$ cat src/hw/rtl/comment_and_string_filter_unit_assert.svh
// assertion macros shared by the filter modules
`ifndef COMMENT_AND_STRING_FILTER_UNIT_ASSERT_SVH
`define COMMENT_AND_STRING_FILTER_UNIT_ASSERT_SVH
`ifndef SYNTHESIS
// checked only outside reset
`define CSF_ASSERT(lbl, prop, msg) \
    lbl: assert property (@(posedge aclk) disable iff (!aresetn) (prop)) else $error(msg);
// checked on every edge, reset included
`define CSF_ASSERT_ALWAYS(lbl, prop, msg) \
    lbl: assert property (@(posedge aclk) (prop)) else $error(msg);
`else
`define CSF_ASSERT(lbl, prop, msg)
`define CSF_ASSERT_ALWAYS(lbl, prop, msg)
`endif
`endif

$ cat src/hw/rtl/csf_pkg.sv
`timescale 1ns / 1ps
package csf_pkg;

    // character width and comment nesting limit
    localparam int CHAR_BITS = 16;
    localparam int MAX_LEVEL = 16;
    localparam int OUT_BITS  = 16;

    // result queue depth
    localparam int QUEUE_DEPTH = 4;

    // characters of interest
    localparam logic [OUT_BITS-1:0] CH_DASH  = 16'h002D;
    localparam logic [OUT_BITS-1:0] CH_OPEN  = 16'h005B;
    localparam logic [OUT_BITS-1:0] CH_CLOSE = 16'h005D;
    localparam logic [OUT_BITS-1:0] CH_EQ    = 16'h003D;
    localparam logic [OUT_BITS-1:0] CH_NL    = 16'h000A;
    localparam logic [OUT_BITS-1:0] CH_BSL   = 16'h005C;
    localparam logic [OUT_BITS-1:0] CH_DQ    = 16'h0022;
    localparam logic [OUT_BITS-1:0] CH_SQ    = 16'h0027;
    localparam logic [OUT_BITS-1:0] CH_BQ    = 16'h0060;

    localparam logic [4:0] EQ_SAT = 5'd31;

    typedef enum logic [2:0] {
        MODE_CODE    = 3'd0,
        MODE_DASHES  = 3'd1,
        MODE_OPEN_EQ = 3'd2,
        MODE_LINE    = 3'd3,
        MODE_BLOCK   = 3'd4
    } mode_t;

    typedef enum logic [1:0] {
        DELIM_NONE = 2'd0,
        DELIM_DQ   = 2'd1,
        DELIM_SQ   = 2'd2,
        DELIM_BQ   = 2'd3
    } delim_t;

    typedef struct packed {
        logic       held_dash;
        mode_t      mode;
        logic [4:0] block_level;
        logic [4:0] equals_run;
        logic       close_seen;
        delim_t     delim;
        logic       escape;
    } state_t;

    typedef struct packed {
        logic [OUT_BITS-1:0] ch;
        logic                keep;
        logic                last;
    } result_t;

    // results of one transaction: count, then first and second result
    typedef struct packed {
        logic [1:0] count;
        result_t    first;
        result_t    second;
    } step_out_t;

endpackage

$ cat src/hw/rtl/csf_step.sv
`timescale 1ns / 1ps
module csf_step (
    input  logic [15:0]         char_code,
    input  logic                end_of_text,
    input  csf_pkg::state_t     state_cur,
    output csf_pkg::state_t     state_nxt,
    output csf_pkg::step_out_t  res
);

    logic [csf_pkg::OUT_BITS-1:0] c;
    logic [5:0]                   close_level;

    // keep only the low character bits
    always_comb begin
        for (int i = 0; i < csf_pkg::OUT_BITS; i++) begin
            c[i] = (i < csf_pkg::CHAR_BITS) ? char_code[i] : 1'b0;
        end
    end

    assign close_level = {1'b0, state_cur.equals_run} + 6'd1;

    // one character of state update
    always_comb begin
        csf_pkg::state_t s;
        s = state_cur;
        res = '0;
        if (end_of_text) begin
            if (state_cur.held_dash) begin
                res.count = 2'd1;
                res.first = '{ch: csf_pkg::CH_DASH, keep: 1'b1, last: 1'b1};
            end
            s = '0;
        end else if (state_cur.held_dash && c == csf_pkg::CH_DASH) begin
            // dash pair opens a comment
            s.held_dash = 1'b0;
            s.mode = csf_pkg::MODE_DASHES;
            res.count = 2'd2;
            res.first = '{ch: csf_pkg::CH_DASH, keep: 1'b0, last: 1'b0};
            res.second = '{ch: c, keep: 1'b0, last: 1'b1};
        end else if (!state_cur.held_dash && state_cur.mode != csf_pkg::MODE_CODE &&
                     state_cur.mode <= csf_pkg::MODE_BLOCK) begin
            // comment text, always skipped
            res.count = 2'd1;
            res.first = '{ch: c, keep: 1'b0, last: 1'b1};
            case (state_cur.mode)
                csf_pkg::MODE_DASHES: begin
                    if (c == csf_pkg::CH_NL) begin
                        s.mode = csf_pkg::MODE_CODE;
                    end else if (c == csf_pkg::CH_OPEN) begin
                        s.mode = csf_pkg::MODE_OPEN_EQ;
                        s.equals_run = '0;
                    end else begin
                        s.mode = csf_pkg::MODE_LINE;
                    end
                end
                csf_pkg::MODE_OPEN_EQ: begin
                    if (c == csf_pkg::CH_OPEN) begin
                        s.mode = csf_pkg::MODE_BLOCK;
                        s.block_level = close_level[4:0];
                        s.equals_run = '0;
                        s.close_seen = 1'b0;
                    end else if (c == csf_pkg::CH_EQ) begin
                        if (state_cur.equals_run >= 5'(csf_pkg::MAX_LEVEL - 1)) begin
                            s.mode = csf_pkg::MODE_LINE;
                            s.equals_run = '0;
                        end else begin
                            s.equals_run = close_level[4:0];
                        end
                    end else if (c == csf_pkg::CH_NL) begin
                        s.mode = csf_pkg::MODE_CODE;
                        s.equals_run = '0;
                    end else begin
                        s.mode = csf_pkg::MODE_LINE;
                        s.equals_run = '0;
                    end
                end
                csf_pkg::MODE_LINE: begin
                    if (c == csf_pkg::CH_NL) begin
                        s.mode = csf_pkg::MODE_CODE;
                    end
                end
                default: begin
                    // block comment: watch for the closing bracket run
                    if (c == csf_pkg::CH_CLOSE) begin
                        if (state_cur.close_seen &&
                            close_level == {1'b0, state_cur.block_level}) begin
                            s.mode = csf_pkg::MODE_CODE;
                            s.block_level = '0;
                            s.close_seen = 1'b0;
                        end else begin
                            s.close_seen = 1'b1;
                        end
                        s.equals_run = '0;
                    end else if (c == csf_pkg::CH_EQ) begin
                        if (state_cur.close_seen && state_cur.equals_run < csf_pkg::EQ_SAT) begin
                            s.equals_run = close_level[4:0];
                        end
                    end else begin
                        s.close_seen = 1'b0;
                        s.equals_run = '0;
                    end
                end
            endcase
        end else begin
            // code character, possibly releasing a held dash first
            s.mode = csf_pkg::MODE_CODE;
            if (state_cur.held_dash) begin
                s.held_dash = 1'b0;
                res.count = 2'd2;
                res.first = '{ch: csf_pkg::CH_DASH, keep: 1'b1, last: 1'b0};
                res.second = '{ch: c, keep: 1'b1, last: 1'b1};
            end else if (state_cur.delim == csf_pkg::DELIM_NONE && c == csf_pkg::CH_DASH) begin
                s.held_dash = 1'b1;
                res.count = 2'd0;
            end else begin
                res.count = 2'd1;
                res.first = '{ch: c, keep: 1'b1, last: 1'b1};
            end
            if (!s.held_dash) begin
                if (state_cur.delim == csf_pkg::DELIM_NONE) begin
                    s.escape = 1'b0;
                    if (c == csf_pkg::CH_DQ) begin
                        s.delim = csf_pkg::DELIM_DQ;
                    end else if (c == csf_pkg::CH_SQ) begin
                        s.delim = csf_pkg::DELIM_SQ;
                    end else if (c == csf_pkg::CH_BQ) begin
                        s.delim = csf_pkg::DELIM_BQ;
                    end else begin
                        s.delim = csf_pkg::DELIM_NONE;
                    end
                end else begin
                    s.escape = (c == csf_pkg::CH_BSL) && !state_cur.escape;
                    case (state_cur.delim)
                        csf_pkg::DELIM_DQ: begin
                            if (c == csf_pkg::CH_DQ && !s.escape) s.delim = csf_pkg::DELIM_NONE;
                        end
                        csf_pkg::DELIM_SQ: begin
                            if (c == csf_pkg::CH_SQ && !s.escape) s.delim = csf_pkg::DELIM_NONE;
                        end
                        default: begin
                            if (c == csf_pkg::CH_BQ && !s.escape) s.delim = csf_pkg::DELIM_NONE;
                        end
                    endcase
                end
            end
        end
        state_nxt = s;
    end

endmodule

$ cat src/hw/rtl/csf_out_queue.sv
`timescale 1ns / 1ps
`include "comment_and_string_filter_unit_assert.svh"
module csf_out_queue #(
    parameter int DEPTH = csf_pkg::QUEUE_DEPTH
) (
    input  logic                aclk,
    input  logic                aresetn,
    input  logic                push,
    input  csf_pkg::step_out_t  res,
    output logic                room_two,
    output csf_pkg::result_t    head,
    output logic                head_valid,
    input  logic                pop_ready
);

    localparam int PW = $clog2(DEPTH);

    csf_pkg::result_t q_reg [DEPTH];
    logic [PW-1:0]    wr_ptr_reg, wr_ptr_next;
    logic [PW-1:0]    rd_ptr_reg, rd_ptr_next;
    logic [PW:0]      count_reg, count_next;
    logic [1:0]       push_n;
    logic             pop;
    logic [PW-1:0]    wr_ptr_b;

    assign push_n     = push ? res.count : 2'd0;
    assign head_valid = (count_reg != '0);
    assign pop        = head_valid && pop_ready;
    assign head       = q_reg[rd_ptr_reg];
    assign room_two   = (count_reg <= (PW+1)'(DEPTH - 2));
    assign wr_ptr_b   = wr_ptr_reg + PW'(1);

    // pointer and fill count update
    always_comb begin
        wr_ptr_next = wr_ptr_reg + PW'(push_n);
        rd_ptr_next = rd_ptr_reg + (pop ? PW'(1) : PW'(0));
        count_next  = count_reg + (PW+1)'(push_n) - (pop ? (PW+1)'(1) : (PW+1)'(0));
    end

    always_ff @(posedge aclk) begin
        if (!aresetn) begin
            wr_ptr_reg <= '0;
            rd_ptr_reg <= '0;
            count_reg  <= '0;
        end else begin
            wr_ptr_reg <= wr_ptr_next;
            rd_ptr_reg <= rd_ptr_next;
            count_reg  <= count_next;
        end
    end

    // result storage
    always_ff @(posedge aclk) begin
        if (push_n != 2'd0) begin
            q_reg[wr_ptr_reg] <= res.first;
        end
        if (push_n == 2'd2) begin
            q_reg[wr_ptr_b] <= res.second;
        end
    end

    `CSF_ASSERT(a_count_bound, count_reg <= (PW+1)'(DEPTH), "result queue overfilled")
    `CSF_ASSERT(a_push_room, (push_n != 2'd0) |-> room_two, "push without room in queue")
    `CSF_ASSERT(a_count_hold, (push_n == 2'd0 && !pop) |=> $stable(count_reg), "count moved while idle")

endmodule

$ cat src/hw/rtl/comment_and_string_filter_unit.sv
`timescale 1ns / 1ps
`include "comment_and_string_filter_unit_assert.svh"
// results enter a registered queue and are offered on the m_ side in order
// throughput: one character per cycle while the queue has room for two results
// a released held dash adds a result; the four-entry queue absorbs it and output stalls
// reset: synchronous, active low on aresetn; clears filter state and empties the queue
// an end-of-text transaction also returns the filter state to its reset value
module comment_and_string_filter_unit #(
    parameter int QUEUE_DEPTH = csf_pkg::QUEUE_DEPTH
) (
    input  logic        aclk,
    input  logic        aresetn,
    input  logic        s_tvalid,
    output logic        s_tready,
    input  logic [15:0] s_tdata,   // [15:0] char_code
    input  logic        s_tlast,   // end_of_text
    output logic        m_tvalid,
    input  logic        m_tready,
    output logic [15:0] m_tdata,   // [15:0] out_char
    output logic        m_tuser,   // [0] keep
    output logic        m_tlast    // last
);

    csf_pkg::state_t    state_reg, state_next, state_step;
    csf_pkg::step_out_t res;
    csf_pkg::result_t   head;
    logic               accept;
    logic               room_two;

    assign accept = s_tvalid && s_tready;
    assign s_tready = room_two;

    csf_step u_step (
        .char_code   (s_tdata),
        .end_of_text (s_tlast),
        .state_cur   (state_reg),
        .state_nxt   (state_step),
        .res         (res)
    );

    // filter state advances on each accepted transaction
    assign state_next = accept ? state_step : state_reg;

    always_ff @(posedge aclk) begin
        if (!aresetn) begin
            state_reg <= '0;
        end else begin
            state_reg <= state_next;
        end
    end

    csf_out_queue #(
        .DEPTH (QUEUE_DEPTH)
    ) u_queue (
        .aclk       (aclk),
        .aresetn    (aresetn),
        .push       (accept),
        .res        (res),
        .room_two   (room_two),
        .head       (head),
        .head_valid (m_tvalid),
        .pop_ready  (m_tready)
    );

    assign m_tdata = head.ch;
    assign m_tuser = head.keep;
    assign m_tlast = head.last;

    `CSF_ASSERT(a_held_code, state_reg.held_dash |-> (state_reg.mode == csf_pkg::MODE_CODE), "dash held inside comment")
    `CSF_ASSERT(a_held_nostr, state_reg.held_dash |-> (state_reg.delim == csf_pkg::DELIM_NONE), "dash held inside string")
    `CSF_ASSERT(a_block_lvl, (state_reg.mode == csf_pkg::MODE_BLOCK) |-> (state_reg.block_level != 5'd0 && state_reg.block_level <= 5'(csf_pkg::MAX_LEVEL)), "block level out of range")

endmodule

$ cat config.mk
export PLATFORM = sky130hd
export DESIGN_NAME = comment_and_string_filter_unit
export DESIGN_NICKNAME = d
export VERILOG_FILES = /design/src/hw/rtl/csf_pkg.sv /design/src/hw/rtl/csf_step.sv /design/src/hw/rtl/csf_out_queue.sv /design/src/hw/rtl/comment_and_string_filter_unit.sv
export VERILOG_INCLUDE_DIRS = /design/src /design/src/hw/rtl
export SDC_FILE = /design/constraint.sdc
export NUM_CORES = 1
export LEC_CHECK = 0
export BUFFER_PORTS_ARGS = -buffer_cell sky130_fd_sc_hd__buf_2
export CAP_MARGIN = 10
export CORE_ASPECT_RATIO = 1.1
export CORE_UTILIZATION = 47
export DETAILED_ROUTE_END_ITERATION = 16
export PLACE_DENSITY_LB_ADDON = 0.3
export SLEW_MARGIN = 20
export SYNTH_ARGS = -nofsm -noshare
export SYNTH_HDL_FRONTEND = slang
export SYNTH_HIERARCHICAL = 1
export SYNTH_SLANG_ARGS = --single-unit
$ cat constraint.sdc
create_clock -name aclk -period 4.45 [get_ports aclk]
set_clock_uncertainty 0.2 [all_clocks]
set_input_delay 0.445 -clock aclk [delete_from_list [all_inputs] [get_ports aclk]]
set_output_delay 0.445 -clock aclk [all_outputs]
set_load 0.01 [all_outputs]
==> run metrics, run 1 <==
initial antenna violation count=1; I/O Pins=41; CTS Sinks=96; LEAKAGE=2.28 nW; # port buffers=40; vias in the first global route=4,233; footprint of the multi-input gates=3010 sq um; post-synthesis cell count=502; clock slew at reported path FFs=0.07 ns; Post-CTS Hold Buffers=0; clock root buffer=clkbuf_16; Worst Path Buf+Inv=2; Routed WL=13,000 um; die height=119 um; Peak supply drop=0.220 mV; CTS buffer count=9; Final GP Congestion=0.807; worst stage delay on the critical path=0.56 ns; status=finished, final reports clean; cells along the critical path=inv_1, nor2_1, buf_4, nand2_1, ha_1, fa_1, xor2_1, xnor2_1, and2_1; post_cts resized=0; maximum clock rate=0.292 GHz; slowest cell on the critical path=nor2_1; largest net degree at the start of global routing=42; layout cells sized above 1=0.346; post-CTS setup repair buffer count=0; CP arrival=3.46 ns; Crit Path Max Fanout=20; routed len/inst=18.8 um; Critical Path RT=4.49 ns; family with the most delay on the worst path=simple AND/OR/NAND/NOR gates; CTS tree=done; Tot GR Track Use=0.218; global route overflow=0; first-pass GRT wire length=21,600 um; Min Hold Slack=0.287 ns; Core ar.=12,100 sq um; Pwr per Cell Area=373 nW/um^2; Initial Utilization=0.485; WS Path Type=reg2reg; drt first pass iters=4; Sequential Area=2640 sq um; Syn Nets=532; hpwl dp=8550 um; Die Area=13,000 sq um; Routed Antenna Nets=0; drt via density=5.88; Sum Neg Setup Slack=0 ns; clk_lat worst skew=0.34 ns; fillers=1,015; number of flip-flops in the largest register=72; total vias in the final route=4,066; First DRT Iteration DRCs=300; RSZ-0062 raised after global routing=false; fin crit share=0.769; P&R area growth vs syn=10.3%; hold crit path type=reg2reg; final setup fails=0; Horiz. Die Dim=109 um; Max-Cap Viols=0; Worst Setup Start Kind=register; count of warnings emitted by yosys=6; clk buf depth=2; Fin. Hold Viols=0; mapped cell area=5880 sq um; Worst setup EP type=register; row count=42; CTS H-Tree Depth=3; Slew Limit Fails=0; syn_area_per_cell=11.7 sq um; DRC viols=0; Slew @ Worst Pin=1.01 ns; post-layout min period=3.42 ns; Nets=562; max_slew headroom=0.323
through the flow:
stage	area [sq um]	setup WS (ns)	util	total power, mW	cells
6_report	6490	1.03	0.534	2.42	692
5_1_grt	6490	0.854	0.534	2.54	692
4_1_cts	6480	1.05	0.534	2.44	691
3_5_place_dp	6170	0.745	0.508	1.61	675
3_3_place_gp	6170	0.813	0.508	1.60	675
2_1_floorplan	5880	0.766	-	1.46	502
cell usage in the layout (no fill, tap or decap), types with 3 or more instances in the layout:
cell	n
a21oi_1	6
and2_1	25
and3_1	15
buf_2	40
buf_4	12
clkbuf_16	9
dfxtp_1	24
edfxtp_1	72
ha_1	8
inv_1	9
mux2_2	73
mux4_2	18
nand2_1	36
nand2b_1	15
nand3_1	4
nand3b_1	3
nand4_1	20
nand4b_1	3
nor2_1	16
nor2_2	4
nor2b_1	9
nor3_1	6
nor4_1	5
o21ai_0	21
o21ai_2	9
o22ai_1	8
or2_2	3
or3_1	4
or4_4	3
xnor2_1	11
xor2_1	5
final timing paths:
| check | startpoint | to | slack, ns | depth (start not counted) |
|---|---|---|---|---|
| worst max-delay path | state_reg[17] | u_queue/count_reg[2] | 1.03 | 9 |
| worst min-delay path | state_reg[11] | state_reg[11] | 0.29 | 2 |
| worst max register to register | state_reg[17] | u_queue/count_reg[2] | 1.03 | 9 |
| worst min register to register | state_reg[11] | state_reg[11] | 0.29 | 2 |
where the power goes:
group          total, mW  internal [mW]  leakage, nW  switching, mW
clock              0.832          0.493        0.152          0.339
sequential          1.05           1.01        0.857         0.0374
combinational      0.536          0.257         1.27          0.280
cell type report:
cell class,instances,area share
Multi-Input combinational cell,364,0.464
Inverter,9,0.00521
Antenna cell,1,0.000386
Tap cell,154,0.0297
Clock inverter,7,0.0143
Sequential cell,96,0.407
Clock buffer,9,0.0347
Timing Repair Buffer,52,0.0447
routing by layer:
metal / global-route usage / wire length, um / vias to the layer above
li1: - / - / 1969
met1: 0.278 / 5720 / 2007
met2: 0.372 / 6670 / 82
met3: 0.0471 / 521 / 8
met4: 0.0583 / 132 / 0
met5: 0 / 0 / -
worst register-to-register path: stages, from the launching register on:
cell and delay (ns):
dfxtp_1 0.54, inv_1 0.43, nor2_1 0.57, buf_4 0.25
nand2_1 0.10, ha_1 0.36, fa_1 0.44, xor2_1 0.17
xnor2_1 0.12, and2_1 0.15
Note: power is estimated with default switching activity, not from simulation.
==> run 2, diff against run 1 <==
==> constraint.sdc (replaced) <==
create_clock -name aclk -period 2.9 [get_ports aclk]
set_clock_uncertainty 0.2 [all_clocks]
set_input_delay 0.29 -clock aclk [delete_from_list [all_inputs] [get_ports aclk]]
set_output_delay 0.29 -clock aclk [all_outputs]
set_load 0.01 [all_outputs]
==> run 2 against run 1 <==
  * Setup slack worse by 0.95 ns
  * Non-clock buffer count increased by 47
  * Largest power group unchanged
  * Die area did not move
  * Critical endpoint unchanged
  * Cell count up 6.5%
  * Final area grew 10%
  * Combinational power increased by 73%
==> run metrics, run 2 (synthesis gave the netlist of run 1 again) <==
number of flip-flops in the largest register=72; Routed WL=13,800 um; final setup fails=0; Non-Filler Cell Area, Final=7160 sq um; Slew @ Worst Pin=0.688 ns; I/O Pins=41; Nets=609; vias in the first global route=4,317; Final GP Congestion=0.890; cells along the critical path=buf_6, or4_4, nor2_4, nand4_1, nor2b_4, a21bo_4, and2_4, xnor2_2, ha_2, inv_2, fa_2, xor2_2, xnor2_1, and2_1; Crit Path Max Fanout=3; Peak supply drop=0.260 mV; Die Area=13,000 sq um; hold crit path type=in2reg; Worst setup EP type=register; global route overflow=0; clk_lat worst skew=0.34 ns; CTS tree=done; Core ar.=12,100 sq um; total vias in the final route=4,282; die height=119 um; max_slew headroom=0.537; commonest non-fill, non-tap cell in the layout=edfxtp_1; # port buffers=40; drt first pass iters=4; fin crit share=0.973; RSZ-0062 raised after global routing=true; clk buf depth=2; Tot GR Track Use=0.226; CTS H-Tree Depth=3; Initial Utilization=0.485; hpwl dp=9140 um; Sum Neg Setup Slack=0 ns; status=finished, final reports clean; routed len/inst=18.8 um; ANT cells=0; Pwr per Cell Area=533 nW/um^2; slowest cell on the critical path=or4_4; family with the most delay on the worst path=simple AND/OR/NAND/NOR gates; Horiz. Die Dim=109 um; Critical Path RT=2.93 ns; largest net degree at the start of global routing=42; first-pass GRT wire length=22,400 um; maximum clock rate=0.354 GHz; Min Hold Slack=0.177 ns; Placed Area=6780 sq um; CTS buffer count=9; initial antenna violation count=0; drt via density=5.81; layout cells sized above 1=0.429; post-layout min period=2.82 ns; WS Path Type=in2reg; Final Power=3.82 mW; First DRT Iteration DRCs=229; R2R Setup Slk=0.10 ns; CP arrival=2.86 ns; Worst Path Buf+Inv=2; Fin. Hold Viols=0; CTS Sinks=96; DRC viols=0; Worst Setup Start Kind=input port; clock root buffer=clkbuf_16; Max-Cap Viols=0; clock slew at reported path FFs=0.06 ns; worst stage delay on the critical path=0.56 ns; P&R area growth vs syn=21.8%; row count=42; Slew Limit Fails=0; Routed Antenna Nets=0; commonest non-fill, non-tap cells in the layout=edfxtp_1 (72), buf_4 (51), mux2_2 (39); LEAKAGE=2.63 nW
==> run 2: changes by cell type in the layout (fill, tap and decap cells not counted), moves of 2 or more <==
| cell | before | now |
|---|---|---|
| mux2_4 | 0 | 34 |
| buf_2 | 40 | 37 |
| buf_4 | 12 | 51 |
| nor2_4 | 0 | 4 |
| clkinv_1 | 2 | 0 |
| buf_6 | 0 | 3 |
| nor2_1 | 16 | 14 |
| ha_1 | 8 | 6 |
| mux2_2 | 73 | 39 |
| buf_12 | 0 | 8 |
| ha_2 | 0 | 2 |
| and2_1 | 25 | 23 |
| nor2_2 | 4 | 2 |
==> run 2: routing by layer <==
layer,wire (um),track usage
met4,129,0.0718
met1,5710,0.278
met2,7450,0.411
met3,539,0.0208
met5,0,0
==> run 2: timing repair <==
action                                  4_1_cts  5_1_grt
endpoints found under the setup margin        0        6
gates resized for setup                       0        9
setup buffers                                 0        4
hold buffers                                  0        0
==> run 2: path summary, 6_finish.rpt <==
path / end / startpoint / cells past startpoint
max reg2reg: u_queue/count_reg[2] / state_reg[14] / 13
min: state_reg[17] / s_tlast / 4
max: u_queue/count_reg[2] / s_tdata[8] / 14
min reg2reg: state_reg[12] / state_reg[12] / 2
==> run 2: layout make-up <==
class	count	area, sq um
fillers	975	4980
multi-input cells	364	3210
flip-flops and latches	96	2640
repair buffers	99	762
clock buffers	9	225
well taps	154	193
clock inverters	6	92.6
inverters	9	33.8
==> run 2: stage by stage <==
| stage | cells | util | setup WS, ns |
|---|---|---|---|
| 2_1_floorplan | 502 | - | -0.344 |
| 3_5_place_dp | 718 | 0.558 | -0.294 |
| 4_1_cts | 733 | 0.584 | 0.0495 |
| 3_3_place_gp | 718 | 0.558 | -0.202 |
| 5_1_grt | 737 | 0.590 | -0.0185 |
| 6_report | 737 | 0.590 | 0.0784 |
==> run 2: report_power, final <==
part / leakage [nW] / total, mW / switching (mW) / internal (mW)
combinational: 1.63 / 0.927 / 0.466 / 0.461
clock: 0.149 / 1.29 / 0.534 / 0.758
sequential: 0.857 / 1.60 / 0.0454 / 1.55
==> run 2: worst min-delay path, stage by stage <==
cell and delay (ns):
buf_2 0.17, nor3_1 0.07, nand4_1 0.05, o21ai_0 0.08
==> run 3, diff against run 2 <==
--- a/config.mk
+++ b/config.mk
@@ -8,8 +8,10 @@
 export LEC_CHECK = 0
 export BUFFER_PORTS_ARGS = -buffer_cell sky130_fd_sc_hd__buf_2
 export CAP_MARGIN = 10
+export CELL_PAD_IN_SITES_DETAIL_PLACEMENT = 2
+export CELL_PAD_IN_SITES_GLOBAL_PLACEMENT = 2
 export CORE_ASPECT_RATIO = 1.1
-export CORE_UTILIZATION = 47
+export CORE_UTILIZATION = 38
 export DETAILED_ROUTE_END_ITERATION = 16
 export PLACE_DENSITY_LB_ADDON = 0.3
 export SLEW_MARGIN = 20
==> constraint.sdc (replaced) <==
create_clock -name aclk -period 2.9 [get_ports aclk]
set_clock_uncertainty 0.2 [all_clocks]
set_input_delay 0.87 -clock aclk [delete_from_list [all_inputs] [get_ports aclk]]
set_output_delay 0.87 -clock aclk [all_outputs]
set_load 0.01 [all_outputs]
==> run 3 against run 2 <==
  * The flow now finishes with violations (negative setup slack)
  * Sequential share of layout area is 4.4 points lower
  * Register-to-register slack worse by 0.33 ns
  * Cell count is 11% higher
  * Sequential cell count stayed put
  * Wire length is 98% higher
  * Maximum frequency is 20% lower
  * Worst hold slack better by 0.12 ns
  * Non-clock buffer count is 40 higher
  * Clock power is 7% higher
  * Critical endpoint is now u_queue/q_reg[2][2]
  * Highest routed layer unchanged
==> run metrics, run 3 (synthesis gave the netlist of run 1 again) <==
cells along the critical path=buf_6, or4_4, nor2_4, nand4_1, nor2b_4, a21bo_4, buf_6, nand3b_4, buf_6, nor2_4, buf_6, buf_12, mux2_4; Horiz. Die Dim=121 um; worst stage delay on the critical path=0.57 ns; number of flip-flops in the largest register=72; R2R Setup Slk=-0.23 ns; Max-Cap Viols=0; CP dominant cell by count=buf_6; Routed WL=27,300 um; max_slew headroom=0.341; P&R area growth vs syn=38.3%; largest net degree at the start of global routing=42; total vias in the final route=5,141; Final Power=4.20 mW; commonest non-fill, non-tap cells in the layout=edfxtp_1 (72), buf_4 (58), mux2_4 (56); Worst Setup Start Kind=input port; clock network power share=0.328; initial antenna violation count=0; Placed Area=7010 sq um; global route overflow=0; final setup fails=157; maximum clock rate=0.284 GHz; First DRT Iteration DRCs=356; Tot GR Track Use=0.335; clock root buffer=clkbuf_16; Worst setup EP type=register; Min Hold Slack=0.293 ns; Non-Filler Cell Area, Final=8140 sq um; setup ws final=-0.625 ns; internal power=2.89 mW; status=finished, violations left; Layout Utilization=0.538; CTS buffer count=9; post-layout min period=3.52 ns; LEAKAGE=3.08 nW; Nets=649; Slew @ Worst Pin=0.979 ns; Final Non-Filler Cells=820; clk buf depth=2; CTS H-Tree Depth=3; Comb pwr share=0.288; clock slew at reported path FFs=0.08 ns; layout cells sized above 1=0.490; violated checks=negative setup slack; DRC viols=0; row count=47; Critical Path RT=2.82 ns; die height=132 um; P_sw=1.32 mW; fillers=1,385; fin crit share=1.22; Net Sw Frac=0.313; hpwl dp=13,900 um; hold crit path type=reg2reg; clk_lat worst skew=0.37 ns; CTS tree=done; vias in the first global route=5,648; CP arrival=3.44 ns; family with the most delay on the worst path=simple AND/OR/NAND/NOR gates; Peak supply drop=0.285 mV; Post-CTS Hold Buffers=0; Flop pwr share=0.384; setup slack at placement=-0.961 ns; routed len/inst=33.3 um; slowest cell on the critical path=or4_4; CTS Sinks=96; Routed Antenna Nets=0; Worst Path Buf+Inv=5; WS Path Type=in2reg; Pwr per Cell Area=516 nW/um^2; RSZ-0062 raised after global routing=true; first-pass GRT wire length=38,200 um; Crit Path Max Fanout=5; Core ar.=15,100 sq um; commonest non-fill, non-tap cell in the layout=edfxtp_1; Sum Neg Setup Slack=-74.53 ns; drt first pass iters=5; Final GP Congestion=0.831; Die Area=16,000 sq um; cell count after placement=771; Slew Limit Fails=0; Fin. Hold Viols=0; I/O Pins=41; # port buffers=40; drt via density=6.27; Initial Utilization=0.389
[run 3: cell types whose count changed in the layout (fill, tap and decap cells not counted), moves of 7 or more]
cell,previous run,this run
mux2_2,39,17
mux2_4,34,56
buf_12,8,20
buf_6,3,14
o21ai_0,21,13
buf_4,51,58
[run 3: layer usage]
metal,up-vias,routed length (um),global-route usage
met3,105,1340,0.0612
met2,258,14300,0.607
met5,-,0,0
li1,2134,-,-
met4,0,1570,0.176
met1,2644,10200,0.370
[run 3: final timing paths]
kind                       from             endpoint  depth (start not counted)
hold reg to reg   state_reg[13]        state_reg[13]                          2
hold / removal    state_reg[13]        state_reg[13]                          2
setup / recovery    s_tdata[13]  u_queue/q_reg[2][2]                         13
setup reg to reg  state_reg[15]  u_queue/q_reg[2][2]                         12
[run 3: final cells by class]
class,instances,area [sq um],area share
repair buffers,139,1420,0.175
flip-flops and latches,96,2640,0.325
clock buffers,9,225,0.0277
well taps,196,245,0.0301
inverters,9,33.8,0.00415
clock inverters,6,92.6,0.0114
multi-input cells,364,3470,0.427
diodes,1,2.50,0.000308
[run 3: what timing repair did]
item	4_1_cts	5_1_grt
pin swaps	16	24
setup buffers	21	8
resized for setup	58	36
setup endpoints to repair	161	161
gates cloned	8	1
[run 3: worst min-delay path, delay by kind of cell (launching register included)]
kind            cells  cell delay (ns)
flops               1             0.34
simple gates        1             0.07
compound gates      1             0.05
[run 3: power groups by stage]
stage / Combinational [mW] / Clock, mW / Sequential [mW]
finish: 1.21 / 1.38 / 1.61
CTS: 1.10 / 1.35 / 1.60
global route: 1.28 / 1.42 / 1.62
detailed placement: 1.02 / 0 / 1.63
global placement: 0.977 / 0 / 1.62
floorplan: 0.672 / 0 / 1.61
